[src/rtl/core/date_difference_in_days_macros.svh]
// ----------------------------------------------------------------------------
// Assertion macros for the date difference block
// ----------------------------------------------------------------------------
`ifndef DATE_DIFFERENCE_IN_DAYS_MACROS_SVH
`define DATE_DIFFERENCE_IN_DAYS_MACROS_SVH

// Same-cycle implication, checked outside reset
`define DDD_CHECK(lbl, ante, cons) \
    lbl: assert property (@(posedge i_clk) disable iff (!i_rst_n) \
        (ante) |-> (cons)) else $error("date difference check failed");

// Implication with a fixed delay in cycles
`define DDD_CHECK_LAT(lbl, ante, lat, cons) \
    lbl: assert property (@(posedge i_clk) disable iff (!i_rst_n) \
        (ante) |-> ##lat (cons)) else $error("date difference latency check failed");

`endif

[src/rtl/core/ddd_pkg.sv]
// ----------------------------------------------------------------------------
// ddd_pkg
// Shared types, constants and calendar tables for the date difference block.
// ----------------------------------------------------------------------------
`timescale 1ns / 1ps
`default_nettype none

package ddd_pkg;

    localparam int YEAR_W     = 14;
    localparam int MONTH_W    = 4;
    localparam int DAY_W      = 5;
    localparam int YEAR_LIM_W = 15;   // holds any year limit up to 32767
    localparam int DN_W       = 23;   // day number of any 14-bit year
    localparam int COUNT_W    = 22;
    localparam int PROD_W     = 27;   // 14-bit year times the reciprocal
    localparam int QUOT_W     = 8;    // year / 100 for a 14-bit year
    localparam int DIV_SHIFT  = 19;
    localparam int CUM_W      = 9;
    localparam int PART_W     = 10;

    // floor(y / 100) == (y * 5243) >> 19 for every 14-bit y
    localparam logic [PROD_W-1:0]  DIV100_MUL = PROD_W'(5243);
    localparam logic [COUNT_W-1:0] COUNT_MAX  = {COUNT_W{1'b1}};

    typedef struct packed {
        logic [DN_W-1:0] dn;
        logic            ok;
    } t_date_res;

    // Days of the month, February depends on the leap flag
    function automatic logic [DAY_W-1:0] month_len(input logic [MONTH_W-1:0] m,
                                                    input logic leap);
        logic [DAY_W-1:0] len;
        case (m)
            4'd1, 4'd3, 4'd5, 4'd7, 4'd8, 4'd10, 4'd12: len = 5'd31;
            4'd4, 4'd6, 4'd9, 4'd11:                    len = 5'd30;
            4'd2:                                       len = leap ? 5'd29 : 5'd28;
            default:                                    len = 5'd0;
        endcase
        return len;
    endfunction

    // Days before the start of a month, months counted from March
    function automatic logic [CUM_W-1:0] days_before(input logic [MONTH_W-1:0] ma);
        logic [CUM_W-1:0] cum;
        case (ma)
            4'd0:    cum = 9'd0;
            4'd1:    cum = 9'd31;
            4'd2:    cum = 9'd61;
            4'd3:    cum = 9'd92;
            4'd4:    cum = 9'd122;
            4'd5:    cum = 9'd153;
            4'd6:    cum = 9'd184;
            4'd7:    cum = 9'd214;
            4'd8:    cum = 9'd245;
            4'd9:    cum = 9'd275;
            4'd10:   cum = 9'd306;
            4'd11:   cum = 9'd337;
            default: cum = 9'd0;
        endcase
        return cum;
    endfunction

endpackage

`default_nettype wire

[src/rtl/core/ddd_date_unit.sv]
// ----------------------------------------------------------------------------
// ddd_date_unit
// Three-stage conversion of one calendar date into a day number, with a
// check that the date exists.
// ----------------------------------------------------------------------------
`timescale 1ns / 1ps
`default_nettype none

module ddd_date_unit #(
    parameter int MAX_YEAR = 9999
) (
    input  wire logic                        i_clk,
    input  wire logic [ddd_pkg::YEAR_W-1:0]  i_year,
    input  wire logic [ddd_pkg::MONTH_W-1:0] i_month,
    input  wire logic [ddd_pkg::DAY_W-1:0]   i_day,
    output ddd_pkg::t_date_res               o_res
);
    import ddd_pkg::*;

    localparam logic [YEAR_LIM_W-1:0] MaxYearW = YEAR_LIM_W'(MAX_YEAR);

    // stage 1: shifted year, March-based month, reciprocal products
    logic [YEAR_W-1:0]  r1_y, r1_ya, n1_ya;
    logic [MONTH_W-1:0] r1_m, r1_ma, n1_ma;
    logic [DAY_W-1:0]   r1_d;
    logic               r1_rng, n1_rng;
    logic [PROD_W-1:0]  r1_py, r1_pya;

    always_comb begin
        n1_ya  = (i_month <= 4'd2) ? i_year - 14'd1 : i_year;
        n1_ma  = (i_month >= 4'd3) ? i_month - 4'd3 : i_month + 4'd9;
        n1_rng = (i_year != '0) && ({1'b0, i_year} <= MaxYearW)
              && (i_month >= 4'd1) && (i_month <= 4'd12) && (i_day != '0);
    end

    always_ff @(posedge i_clk) begin
        r1_y   <= i_year;
        r1_m   <= i_month;
        r1_d   <= i_day;
        r1_ya  <= n1_ya;
        r1_ma  <= n1_ma;
        r1_rng <= n1_rng;
        r1_py  <= PROD_W'(i_year) * DIV100_MUL;
        r1_pya <= PROD_W'(n1_ya) * DIV100_MUL;
    end

    // stage 2: leap rule, day-of-month check, two partial sums
    logic [QUOT_W-1:0] q_y, q_ya;
    logic              leap;
    logic              r2_ok, n2_ok;
    logic [DN_W-1:0]   r2_s1, n2_s1;
    logic [PART_W-1:0] r2_s2, n2_s2;

    always_comb begin
        q_y   = r1_py[DIV_SHIFT +: QUOT_W];
        q_ya  = r1_pya[DIV_SHIFT +: QUOT_W];
        // divisible by 4, and either not by 100 or by 400
        leap  = (r1_y[1:0] == 2'd0)
             && ((r1_y != YEAR_W'(q_y) * YEAR_W'(100)) || (q_y[1:0] == 2'd0));
        n2_ok = r1_rng && (r1_d <= month_len(r1_m, leap));
        n2_s1 = DN_W'(r1_ya) * DN_W'(365) + DN_W'(r1_ya >> 2) - DN_W'(q_ya);
        n2_s2 = PART_W'(days_before(r1_ma)) + PART_W'(r1_d) + PART_W'(q_ya >> 2);
    end

    always_ff @(posedge i_clk) begin
        r2_ok <= n2_ok;
        r2_s1 <= n2_s1;
        r2_s2 <= n2_s2;
    end

    // stage 3: final day number
    t_date_res r3_res;

    always_ff @(posedge i_clk) begin
        r3_res.dn <= r2_s1 + DN_W'(r2_s2);
        r3_res.ok <= r2_ok;
    end

    assign o_res = r3_res;

endmodule

`default_nettype wire

[src/rtl/core/ddd_diff.sv]
// ----------------------------------------------------------------------------
// ddd_diff
// Two-stage subtraction of day numbers, end-day adjust and saturation.
// ----------------------------------------------------------------------------
`timescale 1ns / 1ps
`default_nettype none

module ddd_diff (
    input  wire logic                          i_clk,
    input  wire logic                          i_rst_n,
    input  wire logic                          i_vld,
    input  wire logic                          i_inc,
    input  wire ddd_pkg::t_date_res            i_start,
    input  wire ddd_pkg::t_date_res            i_end,
    output logic                               o_strobe,
    output logic [ddd_pkg::COUNT_W-1:0]        o_day_count,
    output logic                               o_dates_valid
);
    import ddd_pkg::*;

    // stage 1: difference and order
    logic            r_vld, r_inc, r_gt, r_ok;
    logic [DN_W-1:0] r_diff;

    always_ff @(posedge i_clk) begin
        if (!i_rst_n) begin
            r_vld <= 1'b0;
        end else begin
            r_vld <= i_vld;
        end
        r_inc  <= i_inc;
        r_gt   <= i_start.dn < i_end.dn;
        r_ok   <= i_start.ok & i_end.ok;
        r_diff <= i_end.dn - i_start.dn;
    end

    // stage 2: add the end day, clamp, drop invalid dates to zero
    logic [DN_W:0]      n_sum;
    logic [COUNT_W-1:0] n_count;
    logic               r_strobe, r_valid;
    logic [COUNT_W-1:0] r_count;

    always_comb begin
        n_sum = (r_gt ? {1'b0, r_diff} : '0) + (DN_W+1)'(r_inc);
        if (!r_ok) begin
            n_count = '0;
        end else if (n_sum > (DN_W+1)'(COUNT_MAX)) begin
            n_count = COUNT_MAX;
        end else begin
            n_count = n_sum[COUNT_W-1:0];
        end
    end

    always_ff @(posedge i_clk) begin
        if (!i_rst_n) begin
            r_strobe <= 1'b0;
        end else begin
            r_strobe <= r_vld;
        end
        r_count <= n_count;
        r_valid <= r_ok;
    end

    assign o_strobe      = r_strobe;
    assign o_day_count   = r_count;
    assign o_dates_valid = r_valid;

endmodule

`default_nettype wire

[src/rtl/core/date_difference_in_days.sv]
// ----------------------------------------------------------------------------
// date_difference_in_days
// Days between two proleptic Gregorian dates, one transaction per cycle.
//
//   Channel   Direction  Handshake                Payload
//   command   in         start && !busy           i_start_*, i_end_*, i_include_end
//   result    out        o_strobe, one cycle      o_day_count, o_dates_valid
//
// A transaction is taken on any cycle; busy is high only while in reset.
// Each transaction passes three stages of date conversion (reciprocal multiply for the
// century term, leap check, day number), then two of subtract and clamp, and the strobe
// is registered alongside the result.
// Synchronous active-low reset clears only the valid and strobe bits, not o_dates_valid.
// Results cannot be held off; the pipeline never stalls.
// ----------------------------------------------------------------------------
`timescale 1ns / 1ps
`default_nettype none

`include "date_difference_in_days_macros.svh"

module date_difference_in_days #(
    parameter int MAX_YEAR = 9999
) (
    input  wire logic                        i_clk,
    input  wire logic                        i_rst_n,
    input  wire logic                        start,
    output logic                             busy,
    input  wire logic [ddd_pkg::YEAR_W-1:0]  i_start_year,
    input  wire logic [ddd_pkg::MONTH_W-1:0] i_start_month,
    input  wire logic [ddd_pkg::DAY_W-1:0]   i_start_day,
    input  wire logic [ddd_pkg::YEAR_W-1:0]  i_end_year,
    input  wire logic [ddd_pkg::MONTH_W-1:0] i_end_month,
    input  wire logic [ddd_pkg::DAY_W-1:0]   i_end_day,
    input  wire logic                        i_include_end,
    output logic                             o_strobe,
    output logic [ddd_pkg::COUNT_W-1:0]      o_day_count,
    output logic                             o_dates_valid
);
    import ddd_pkg::*;

    localparam int CONV_STAGES = 3;

    t_date_res                s_res, e_res;
    logic [CONV_STAGES-1:0]   r_vld, r_inc;
    logic                     accept;

    assign busy   = ~i_rst_n;
    assign accept = start & ~busy;

    ddd_date_unit #(.MAX_YEAR(MAX_YEAR)) u_start (
        .i_clk   (i_clk),
        .i_year  (i_start_year),
        .i_month (i_start_month),
        .i_day   (i_start_day),
        .o_res   (s_res)
    );

    ddd_date_unit #(.MAX_YEAR(MAX_YEAR)) u_end (
        .i_clk   (i_clk),
        .i_year  (i_end_year),
        .i_month (i_end_month),
        .i_day   (i_end_day),
        .o_res   (e_res)
    );

    // carry valid and the end-day flag alongside the conversion stages
    always_ff @(posedge i_clk) begin
        if (!i_rst_n) begin
            r_vld <= '0;
        end else begin
            r_vld <= {r_vld[CONV_STAGES-2:0], accept};
        end
        r_inc <= {r_inc[CONV_STAGES-2:0], i_include_end};
    end

    ddd_diff u_diff (
        .i_clk         (i_clk),
        .i_rst_n       (i_rst_n),
        .i_vld         (r_vld[CONV_STAGES-1]),
        .i_inc         (r_inc[CONV_STAGES-1]),
        .i_start       (s_res),
        .i_end         (e_res),
        .o_strobe      (o_strobe),
        .o_day_count   (o_day_count),
        .o_dates_valid (o_dates_valid)
    );

    `DDD_CHECK(a_invalid_zero, o_strobe && !o_dates_valid, o_day_count == '0)
    `DDD_CHECK_LAT(a_latency, accept, 5, o_strobe)
    `DDD_CHECK(a_no_spurious, o_strobe, $past(r_vld[CONV_STAGES-1], 2))

endmodule

`default_nettype wire
[config.mk]
export PLATFORM = sky130hd
export DESIGN_NAME = date_difference_in_days
export DESIGN_NICKNAME = d
export VERILOG_FILES = /design/src/rtl/core/ddd_pkg.sv /design/src/rtl/core/ddd_date_unit.sv /design/src/rtl/core/ddd_diff.sv /design/src/rtl/core/date_difference_in_days.sv
export VERILOG_INCLUDE_DIRS = /design/src /design/src/rtl/core
export SDC_FILE = /design/constraint.sdc
export NUM_CORES = 2
export LEC_CHECK = 0
export BUFFER_PORTS_ARGS = -buffer_cell sky130_fd_sc_hd__buf_2
export CAP_MARGIN = 15
export CELL_PAD_IN_SITES_DETAIL_PLACEMENT = 0
export CELL_PAD_IN_SITES_GLOBAL_PLACEMENT = 1
export CORE_MARGIN = 4
export CORE_UTILIZATION = 56
export DETAILED_ROUTE_END_ITERATION = 10
export PLACE_DENSITY = 0.88
export REMOVE_ABC_BUFFERS = 1
export SYNTH_ARGS = -nofsm -noshare
export SYNTH_HDL_FRONTEND = slang
export SYNTH_HIERARCHICAL = 1
export SYNTH_SLANG_ARGS = --single-unit
export TNS_END_PERCENT = 20
[constraint.sdc]
create_clock -name i_clk -period 13.5 [get_ports i_clk]
set_input_delay 2.025 -clock i_clk [delete_from_list [all_inputs] [get_ports i_clk]]
set_output_delay 2.025 -clock i_clk [all_outputs]
set_load 0.02 [all_outputs]
# After elaboration in Yosys (flattened, before gate mapping)
# Memory sizes are Yosys's and may differ from the RTL's. A register that Yosys moved wholly into a read port is not among the register bits.
# Cells that the tools add are included.
dict set report totals {
  regBits 357
  mem_bits_ro 288
  input_bits 50
  out_inout_bits 25
  elab_cells 141
  mem_count 2
}
dict set report op_classes {
  addsub 18
  mul 8
  n_lt_le_gt_ge 14
  n_eq_ne 26
  mux 10
  bitwise 3
  reduce_logical 26
}
# memory words word_bits rd rd_clocked_by_memory_dff wr line_no
set mem_list {}
lappend mem_list {{(name not given)} 16 9 1 1 0 ddd_pkg.sv:47} ;# case (ma)
lappend mem_list {{(name not given)} 16 9 1 1 0 ddd_pkg.sv:47}
# op count
set ops {}
lappend ops {{$mul 14x13->27 const B} 4}
lappend ops {{$add 23x10->23} 2}
lappend ops {{$add 23x12->23} 2}
lappend ops {{$mul 14x9->23 const B} 2}
lappend ops {{$sub 23x8->23} 2}
lappend ops {{$eq 4x4->1 const B} 10}
lappend ops {{$eq 4x3->1 const B} 8}
lappend ops {{$pmux 5 s3} 2}
lappend ops {{$le 14x14->1 const B} 2}
lappend ops {{$mux 14} 2}
lappend ops {{$ne 14x14->1} 2}
lappend ops {{$reduce_bool 14->1} 2}
lappend ops {{$sub 14x1->14 const B} 2}
lappend ops {{$add 24x1->24} 1}
lappend ops {{$gt 24x22->1 const B} 1}
lappend ops {{$mul 8x5->12 const B} 2}
lappend ops {{$lt 23x23->1} 1}
lappend ops {{$mux 23} 1}
lappend ops {{$sub 23x23->23} 1}
lappend ops {{$mux 22} 1}
lappend ops {{$add 10x6->10} 2}
lappend ops {{$add 9x5->10} 2}
lappend ops {{$eq 4x2->1 const B} 4}
lappend ops {{$reduce_or 7->1} 2}
lappend ops {{17 further kinds} 45}

# Depth between registers and ports, before layout
dict set report logic_depth {
  word_depth 8
  depth_mapped 28
  ltp_nobuf 27
}

# By module
# The synthesis kept the hierarchy.
# module instances cells_per_inst area_per_inst_um2 seq_area_each_um2
set modules_own_cells {}
lappend modules_own_cells {{ddd_date_unit (u_end)} 1 1526 15488.6 2422.3}
lappend modules_own_cells {{ddd_date_unit (u_start)} 1 1523 15322.2 2422.3}
lappend modules_own_cells {ddd_diff 1 360 3099.2 1021.0}
lappend modules_own_cells {date_difference_in_days 1 10 142.6 120.1}

# Worst setup path after synthesis
# Ideal clock, no wire load.
dict set report synth_path {
  path_kind {input to register}
  from {input port i_start_year[2] in the netlist's numbering}
  to {register u_start.r1_pya[25]}
  setup_time_ps 72
  t_arrival_ps 7480
  required_time_ps 13428
  path_slack_ps 5947
  stages 24
  path_buffers 0
  cell_sequence {inv_1 > ha_1 > nand2_1 > nand2_1 > a21oi_2 > nand4_1 > o21ai_0 > nand2_1 > xnor2_1 > fa_1 > ha_1 > fa_1 > inv_1 > fa_1 > fa_1 > inv_1 > ha_1 > and3_1 > and4_1 > nand4_1 > a31oi_1 > or3_1 > a21oi_1 > xnor2_1}
}
dict set report synth_between {
  elab_chain_cells 3
}
# item line_no
set synth_lines {}
lappend synth_lines {{start, declared} date_difference_in_days.sv:28} ;# input wire logic [ddd_pkg::YEAR_W-1:0] i_start_year,
lappend synth_lines {{$sub 14x1->14} ddd_date_unit.sv:30} ;# n1_ya = (i_month <= 4'd2) ? i_year - 14'd1 : i_year;
lappend synth_lines {{$mux 14} ddd_date_unit.sv:30}
lappend synth_lines {{via u_start.n1_ya[13]} ddd_date_unit.sv:23} ;# logic [YEAR_W-1:0] r1_y, r1_ya, n1_ya;
lappend synth_lines {{$mul 14x13->27} ddd_date_unit.sv:44} ;# r1_pya <= PROD_W'(n1_ya) * DIV100_MUL;
lappend synth_lines {{end signal, assigned} ddd_date_unit.sv:44}
lappend synth_lines {{end, declared} ddd_date_unit.sv:27} ;# logic [PROD_W-1:0] r1_py, r1_pya;
# The timed path passes the listed nets, and every way through them passes these cells.
# A chain may end at the register's enable or synchronous reset.

# Worst setup path in the final report
dict set report layout_path {
  from {input port i_end_year[2] in the netlist's numbering}
  to {register u_end.r1_pya[25]}
}
dict set report layout_between {
  elab_chain_cells 3
}
# item line_no
set layout_lines {}
lappend layout_lines {{start, declared} date_difference_in_days.sv:31} ;# input wire logic [ddd_pkg::YEAR_W-1:0] i_end_year,
lappend layout_lines {{$sub 14x1->14} ddd_date_unit.sv:30}
lappend layout_lines {{$mux 14} ddd_date_unit.sv:30}
lappend layout_lines {{via u_end.n1_ya[11]} ddd_date_unit.sv:23}
lappend layout_lines {{$mul 14x13->27} ddd_date_unit.sv:44}
lappend layout_lines {{end signal, assigned} ddd_date_unit.sv:44}
lappend layout_lines {{end, declared} ddd_date_unit.sv:27}
# The timed path passes the listed nets, and every way through them passes these cells.

==> metrics.md <==
| Metric | Value |
|---|---|
| Share of cells above drive strength 1 | 0.0615 |
| Worst-Margin Slew | ~1.0 ns |
| Footprint of the multi-input gates | between 20000 and 25000 um2 |
| Post-CTS Setup Bufs | 0 |
| Routed vias | 22.2k |
| CTS Buf Count | 37 |
| Resize count post-CTS | 0 |
| Status | complete, no violations |
| WL per Instance | 15.8 um |
| Area leader, netlist | ha_1 |
| Register area | 5990 um2 |
| Final setup violation count | 0 |
| Fin. max-slew vios | 0 |
| Root Buffer | clkbuf_16 |
| Post-DP HPWL | roughly 59000 um |
| # H-tree levels | 2 |
| Largest stage delay on the critical path | between 0.5 and 0.6 ns |
| Startpoint type of the worst setup path | input port |
| Top routing layer in use | met5 |
| WL met2 | around 33000 um |
| Die H | around 250 um |
| Synthesized area per cell | 9.96 um2 |
| # rows | 90 |
| Worst Skew | between 0.02 and 0.03 ns |
| Hold_buf cts | 0 |
| Top cells by area, synth | ha_1 26%, fa_1 24%, dfxtp_1 18% |
| Synthesis-stage register bit count | 299 |
| Setup_tns | 0 ns |
| Worst reg2reg setup slack | just over 8 ns |
| Pin count of the biggest net entering global routing | 23 |
| Number of synthesis warnings | 6 |
| Most used cell, CP | inv_1 |
| Initial antenna violation count | 2 |
| WL met1 | ~31000 um |
| Slew headroom | 0.301 |
| FFs w/ async S/R, synth | 0 |
| WP data required | 13.94 ns |
| Max Freq | 0.129 GHz |
| Net count, final | around 4.7k |
| Critical Path AT | 8.22 ns |
| Starting density of the core | 0.565 |
| Worst setup path category | input port to register |
| Sink Count | 299 |
| Final Cell Area | 36600 um2 |
| Via/cell ratio | slightly above 5 |
| CTS Buffer Depth | 3 |
| Post-DP Area | around 35000 um2 |
| Mapped Area | 34100 um2 |
| Final worst-path cycle share | 0.576 |
| Routed Antenna Nets | 0 |
| Detailed router's first-iteration violation count | 906 |
| Sequential element share of the synthesized area | 0.176 |
| Synth cell count leaders | 801 x inv_1, 711 x ha_1, 411 x fa_1 |
| CTS tree | done |
| Slowest-stage cell, CP | fa_1 |
| RSZ-0062 raised after global routing | false |
| PortBufs | 74 |
| Most frequent cell after synthesis | inv_1 |
| Residual DRC count | 0 |
| MaxCap Viol Count | 0 |
| Core Region | ~60000 um2 |
| Vias in the first global route | 23.1k |
| Top-area cell type share of the netlist area | 0.261 |
| Synthesized instance count | 3419 |
| Routability Congestion | just under 0.9 |
| First-pass GRT wire length | 115000 um |
| Clock input transition at the sequential cells of the worst setup and hold paths | ~0.06 ns |
| Area grow syn2layout | 7.58% |
| # fillers | slightly above 5k |
| Post-synth EDFFs | 0 |
| Total wire length | roughly 70000 um |
| Total grt overflow | 0 |
| DR WL met3 | 1810 um |
| Ys flop type | dfxtp_1 |
| Critical Path Sink Type | register |
| Skew-Pair Late Insertion Delay | 0.56 ns |
| Gr usage total | 0.219 |
| Hold Crit Class | register to register |
| CP max FO | 7 |
| I/O pin count | 75 |
| Drt pass-1 iters | 4 |
| Die width | 255 um |
| Die ar. | around 65000 um2 |
| Tmin final | about 7.8 ns |
| Post-synthesis cell type count | 96 |
| Final hold viol count | 0 |
==> final timing paths <==
check                                      start           endpoint  cells after the start
worst max-delay path               i_end_year[2]   u_end/r1_pya[25]                     28
worst min-delay path                    r_inc[2]       u_diff/r_inc                      0
worst max register to register  u_start/r1_ya[8]  u_start/r2_s1[22]                     15
worst min register to register          r_inc[2]       u_diff/r_inc                      0
==> routing by layer <==
metal,GRT usage,up-vias
met5,0,-
met4,0.0552,2
met3,0.0230,91
met2,0.385,279
met1,0.291,10700
li1,-,11200
==> worst max-delay path: cells and delay by family <==
kind | cells | cell delay (ns)
AO/OA/AOI/OAI | 7 | 1.55
AND/OR/NAND/NOR | 5 | 0.78
adder cells (fa/ha/maj) | 7 | 2.72
XOR/XNOR | 2 | 0.37
buffers and inverters | 7 | 0.76
==> cell usage in the layout, fill, tap and decap left out, types with 10 or more instances in the layout <==
cell type	count
inv_1	801
ha_1	711
fa_1	411
dfxtp_1	299
xnor2_1	152
a21oi_1	122
nand2_1	120
nor2_1	94
xor2_1	79
buf_2	74
o21ai_0	68
nand3_1	57
a21o_1	53
nor3_1	40
clkbuf_16	38
nor2b_1	31
and3_1	27
o21bai_1	25
nand4_1	24
o21ai_2	21
and2_1	17
a31oi_1	17
a211oi_1	15
o21a_1	15
nand2b_1	15
and4_1	11
a21boi_0	10
or3_1	10
==> kinds of logic after synthesis <==
| group | share of synthesized area |
|---|---|
| adders and majority gates | 0.503 |
| AOI/OAI and AO/OA | 0.0869 |
| muxes | 0.00331 |
| buffers and inverters | 0.0917 |
| DFF | 0.176 |
| and+or+nand+nor | 0.0758 |
| xor gates and xnor gates | 0.0636 |
==> stage by stage <==
step                setup WS (ns)  std cells  utilization  hold slack, ns
floorplan                    5.95       3400            -           0.310
global placement             5.28       4260        0.586           0.312
detailed placement           5.16       4260        0.586           0.320
CTS                          5.75       4327        0.608           0.326
global route                 5.21       4327        0.608           0.331
finish                       5.72       4328        0.608           0.326
==> layout make-up <==
type,instances,area share
Multi-Input combinational cell,2299,0.681
Sequential cell,299,0.163
Inverter,802,0.0822
Clock buffer,49,0.0290
Tap cell,782,0.0267
Timing Repair Buffer,78,0.0109
Clock inverter,18,0.00683
Antenna cell,1,0.0000683
==> registers in the layout, summed over array words and instances (netlist names), 3 cells and up, named ones only <==
register / count
u_start/r1_ya: 13
u_end/r1_y: 13
u_end/r2_s2: 10
u_end/r2_s1: 23
u_start/r1_d: 5
u_start/r2_s2: 10
u_diff/o_day_count: 22
r_vld: 3
u_start/r1_pya: 9
u_end/o_res: 24
u_diff/r_diff: 23
u_start/r1_y: 13
u_end/r1_m: 4
u_start/r1_m: 4
u_end/r1_d: 5
r_inc: 3
u_end/r1_py: 9
u_end/r1_pya: 9
u_start/o_res: 24
u_end/r1_ya: 13
u_start/r1_py: 9
u_start/r2_s1: 23
Power is not shown: default switching activity piles up to over one toggle a cycle in this logic, so the estimate is an artifact.
